===== config.mk =====
export PLATFORM = sky130hd
export DESIGN_NAME = nbs_queue
export DESIGN_NICKNAME = d
export VERILOG_FILES = /design/src/nbs_pkg.sv /design/src/nbs_queue.sv
export SDC_FILE = /design/constraint.sdc
export NUM_CORES = 1
export LEC_CHECK = 0
export ABC_AREA = 1
export BUFFER_PORTS_ARGS = -buffer_cell sky130_fd_sc_hd__buf_2
export CORE_ASPECT_RATIO = 0.5
export CORE_MARGIN = 1.5
export CORE_UTILIZATION = 34
export DETAILED_ROUTE_END_ITERATION = 12
export PLACE_DENSITY_LB_ADDON = 0.3
export SLEW_MARGIN = 20
export SYNTH_ARGS = -nofsm -noshare
export SYNTH_HDL_FRONTEND = slang
export SYNTH_SLANG_ARGS = --single-unit

===== constraint.sdc =====
create_clock -name clk -period 4.6 [get_ports clk]
set_input_delay 0.23 -clock clk [delete_from_list [all_inputs] [get_ports clk]]
set_output_delay 0.23 -clock clk [all_outputs]
set_load 0.02 [all_outputs]

===== src/nbs_pkg.sv =====
// Shared types and constants for the nested box suppression block.
// Depends on nothing; every other file but nbs_ram imports it.
package nbs_pkg;

  localparam int COORD_W     = 12;
  localparam int SIZE_W      = 13;
  localparam int IDX_W       = 6;
  localparam int EDGE_W      = SIZE_W + 1;
  localparam int AREA_W      = 2 * SIZE_W;
  localparam int QUEUE_DEPTH = 4;

  typedef struct packed {
    logic [COORD_W-1:0] x;
    logic [COORD_W-1:0] y;
    logic [SIZE_W-1:0]  w;
    logic [SIZE_W-1:0]  h;
  } box_t;

  typedef struct packed {
    box_t              box;
    logic [AREA_W-1:0] area;
  } entry_t;

  typedef enum logic [1:0] {
    CMD_STORE,
    CMD_STORE_LAST,
    CMD_DROP,
    CMD_DROP_LAST
  } cmd_kind_t;

  typedef struct packed {
    cmd_kind_t kind;
    box_t      box;
  } cmd_t;

  typedef enum logic [3:0] {
    B_IDLE,
    B_ROW,
    B_ROWLD,
    B_COL,
    B_DRAIN,
    B_SCAN,
    B_EMIT,
    B_EMPTY,
    B_FINISH
  } back_state_t;

endpackage


===== src/nbs_queue.sv =====
// Short request queue between front and back ends.
// Depends on nbs_pkg.
module nbs_queue import nbs_pkg::*; (
  input  logic clk,
  input  logic rst,
  input  logic push,
  input  cmd_t push_cmd,
  output logic full,
  input  logic pop,
  output logic head_valid,
  output cmd_t head
);

  localparam int QA_W = $clog2(QUEUE_DEPTH);
  localparam int QC_W = $clog2(QUEUE_DEPTH + 1);

  cmd_t            slots [QUEUE_DEPTH];
  logic [QA_W-1:0] wr_ptr;
  logic [QA_W-1:0] rd_ptr;
  logic [QC_W-1:0] fill;
  logic            do_pop;

  assign full       = fill == QC_W'(QUEUE_DEPTH);
  assign head_valid = fill != '0;
  assign head       = slots[rd_ptr];
  assign do_pop     = pop && head_valid;

  always_ff @(posedge clk) begin
    if (push) begin
      slots[wr_ptr] <= push_cmd;
    end
  end

  always_ff @(posedge clk) begin
    if (rst) begin
      wr_ptr <= '0;
      rd_ptr <= '0;
      fill   <= '0;
    end else begin
      if (push) begin
        wr_ptr <= (wr_ptr == QA_W'(QUEUE_DEPTH - 1)) ? '0 : wr_ptr + QA_W'(1);
      end
      if (do_pop) begin
        rd_ptr <= (rd_ptr == QA_W'(QUEUE_DEPTH - 1)) ? '0 : rd_ptr + QA_W'(1);
      end
      if (push && !do_pop) begin
        fill <= fill + QC_W'(1);
      end else if (do_pop && !push) begin
        fill <= fill - QC_W'(1);
      end
    end
  end

endmodule


==> reports/metrics.csv <==
stage;metric;value;unit
grt;Congestion Overflow GR;0;
floorplanning;Die Wd;229.7;µm
sta;f_max;329.8;MHz
synth;sequential share of the synthesized area;73.55;%
routing;final wirelength;17790;µm
grt;first-pass GRT wire length;27400;µm
synth;mean post-synth cell area;15.44;µm²
pwr;Seq pwr share;41.2;%
setup_path;WP data required;4.37;ns
clock_network;worst-skew pair later-pin latency;0.49;ns
sta;period utilisation layout;65.91;%
grt;antenna violations before repair;0;
place;DP HPWL;9771;µm
status;outcome;complete, no violations;
floorplanning;Die H;116.4;µm
setup_path;Critical Path Source Type;flop;
synth;Syn Nets;629;
sta;final worst slack;1.568;ns
setup_path;WS Path Type;flop to primary output;
setup_path;CP max stage cell;clkinv_2;
clock_network;clock transition at the registers of the reported paths;0.06;ns
final_layout;fin util;42.28;%
final_layout;post-layout instance area;10670;µm²
sta;hold violation total from the final report;0;
clock_network;TritonCTS clock tree;done;
clock_network;clk root buf;clkbuf_16;
clock_network;CTS Buf Count;21;
final_layout;share of cells above drive strength 1;31.12;%
synth;Syn Inst Count;566;
sta;worst-margin pin slew;0.9769;ns
final_layout;synthesis-to-layout area growth;22.14;%
sta;Final Critical Period;3.032;ns
setup_path;Critical Path End Type;primary output;
sta;Max Slew Vio Count;0;
sta;clock skew;0.008173;ns
min_path;worst min-delay path class;primary input to flop;
routing;drt via density;4.610;
grt;vias in the first global route;4862;
sta;final setup fails;0;
pwr;Net Sw Frac;34.55;%
routing;DR iter-0 viols;295;
place;dpl ws;1.965;ns
job;Max-Cap Viols;0;
clock_network;setup repair bufs after CTS;0;
routing;routed len/inst;16.43;µm
pwr;internal power;3.684;mW
pwr;Final Total Pwr;5.629;mW
synth;Ys Warns;0;
setup_path;critical-path cell list;buf_4 -> clkinv_2 -> o21ai_1 -> o22ai_1 -> buf_2;
pwr;Sw Pwr;1.945;mW
clock_network;H-tree depth;1;
final_layout;most frequent cells in the layout;edfxtp_1, buf_2, o21ai_0;
place;Port Buffers;109;
setup_path;Max stage delay on crit path;0.83;ns
floorplanning;total core area;25240;µm²
synth;synth unique cells;26;
sta;Max transition margin;34.87;%
floorplanning;number of cell rows;41;
pwr;Lkg Pwr;3.688;nW
routing;Final ANT Viol Nets;0;
pwr;Clk pwr share;27.4;%
clock_network;CTS Sinks;217;
sta;RSZ-0062 raised after global routing;no;
place;Post-Place Cell Area;9534;µm²
place;Post-Place Cells;994;
sta;setup TNS;0;ns
grt;GRT Total Usage;13.24;%
routing;Pre-antenna DRT Iters;4;
final_layout;Nets;789;
final_layout;commonest non-fill, non-tap cell in the layout;edfxtp_1;
floorplanning;I/O Pins;110;
synth;FF+latch count, synth;217;
floorplanning;initial core utilization;34.62;%
synth;synthesized cell area;8737;µm²
floorplanning;full die area;26730;µm²
grt;largest net degree at the start of global routing;105;
final_layout;Layout Cells excl Fill;1083;
setup_path;Worst Path Arrival;2.80;ns
final_layout;Inserted Diodes;0;
clock_network;clock buffer depth;3;
setup_path;critical path fanouts, max;53;
place;routability cong.;0.6852;
pwr;Pwr Density;527.4;nW/µm²
pwr;Gate power share;31.4;%
routing;# DRC;0;
pwr;VDD IR max;0.2639;mV
sta;worst hold margin;0.05640;ns
routing;Vias;4993;
-- path summary, 6_finish.rpt --
kind	depth (start not counted)	slack, ns	startpoint	to
max	5	1.57	flop	head[16]
min	4	0.06	pop	rd_ptr[1]$_SDFFE_PP0P_
max reg2reg	4	2.51	wr_ptr[0]$_SDFFE_PP0P_	slots[3][8]$_DFFE_PP_
min reg2reg	2	0.53	wr_ptr[1]$_SDFFE_PP0P_	wr_ptr[1]$_SDFFE_PP0P_
-- cell usage after synthesis, drive strengths merged --
cell type	n	area, µm²
edfxtp	208	6246
nor2	114	718.2
o21ai	106	530.5
o22ai	52	563.0
buf	20	196.4
inv	15	56.30
nand2	13	48.80
clkbuf	12	45.04
dfxtp	9	180.2
ha	6	75.07
a21oi	3	15.01
nor3	2	10.01
clkinv	1	5.000
fa	1	20.02
nand3	1	5.000
nand3b	1	7.510
nand4	1	6.260
xor2	1	8.760
-- sequential cells by signal, indices dropped and copies added (netlist names), named ones only --
register,count
fill,3
rd_ptr,2
slots,208
wr_ptr,2
-- critical path, delay by kind of cell, from the launching register on --
kind | cells | cell delay (ns)
AO/OA/AOI/OAI | 2 | 0.49
buffers and inverters | 3 | 1.49
flip-flops | 1 | 0.31
-- cell type report --
class	instances	area, µm²
repair buffers	169	1132
clock inverters	11	62.56
clock buffers	25	540.5
inverters	16	66.31
flip-flops and latches	217	6431
multi-input cells	301	2008
well taps	344	430.4
fillers	2307	14570
-- power groups by stage --
stage	sequential [mW]	clock [mW]	combinational, mW
after floorplan	2.36	0	1.29
after global placement	2.36	0	1.76
after detailed placement	2.36	0	1.78
after CTS	2.32	1.57	1.82
after global routing	2.33	1.66	1.94
final	2.32	1.54	1.77
-- layer usage --
layer,vias up,global-route usage (%),wire length [µm]
li1,2427,-,-
met3,28,2.075,503
met4,0,3.617,347
met2,80,22.86,8731
met1,2458,17.62,8207
met5,-,0,0
-- cell families after synthesis --
| kind of cell | synth area share, % |
|---|---|
| buffers and inverters | 3.465 |
| flip-flops | 73.55 |
| XOR/XNOR | 0.1003 |
| AND/OR/NAND/NOR | 9.108 |
| adder cells (fa/ha/maj) | 1.088 |
| AO/OA/AOI/OAI | 12.69 |
-- timing repair --
action | 4_1_cts | 5_1_grt
setup endpoints to repair | 0 | 0
resized for setup | 0 | 0
hold buffers | 53 | 0
hold endpoints to repair | 210 | 0
No activity file was read; power rests on OpenSTA's default activity.
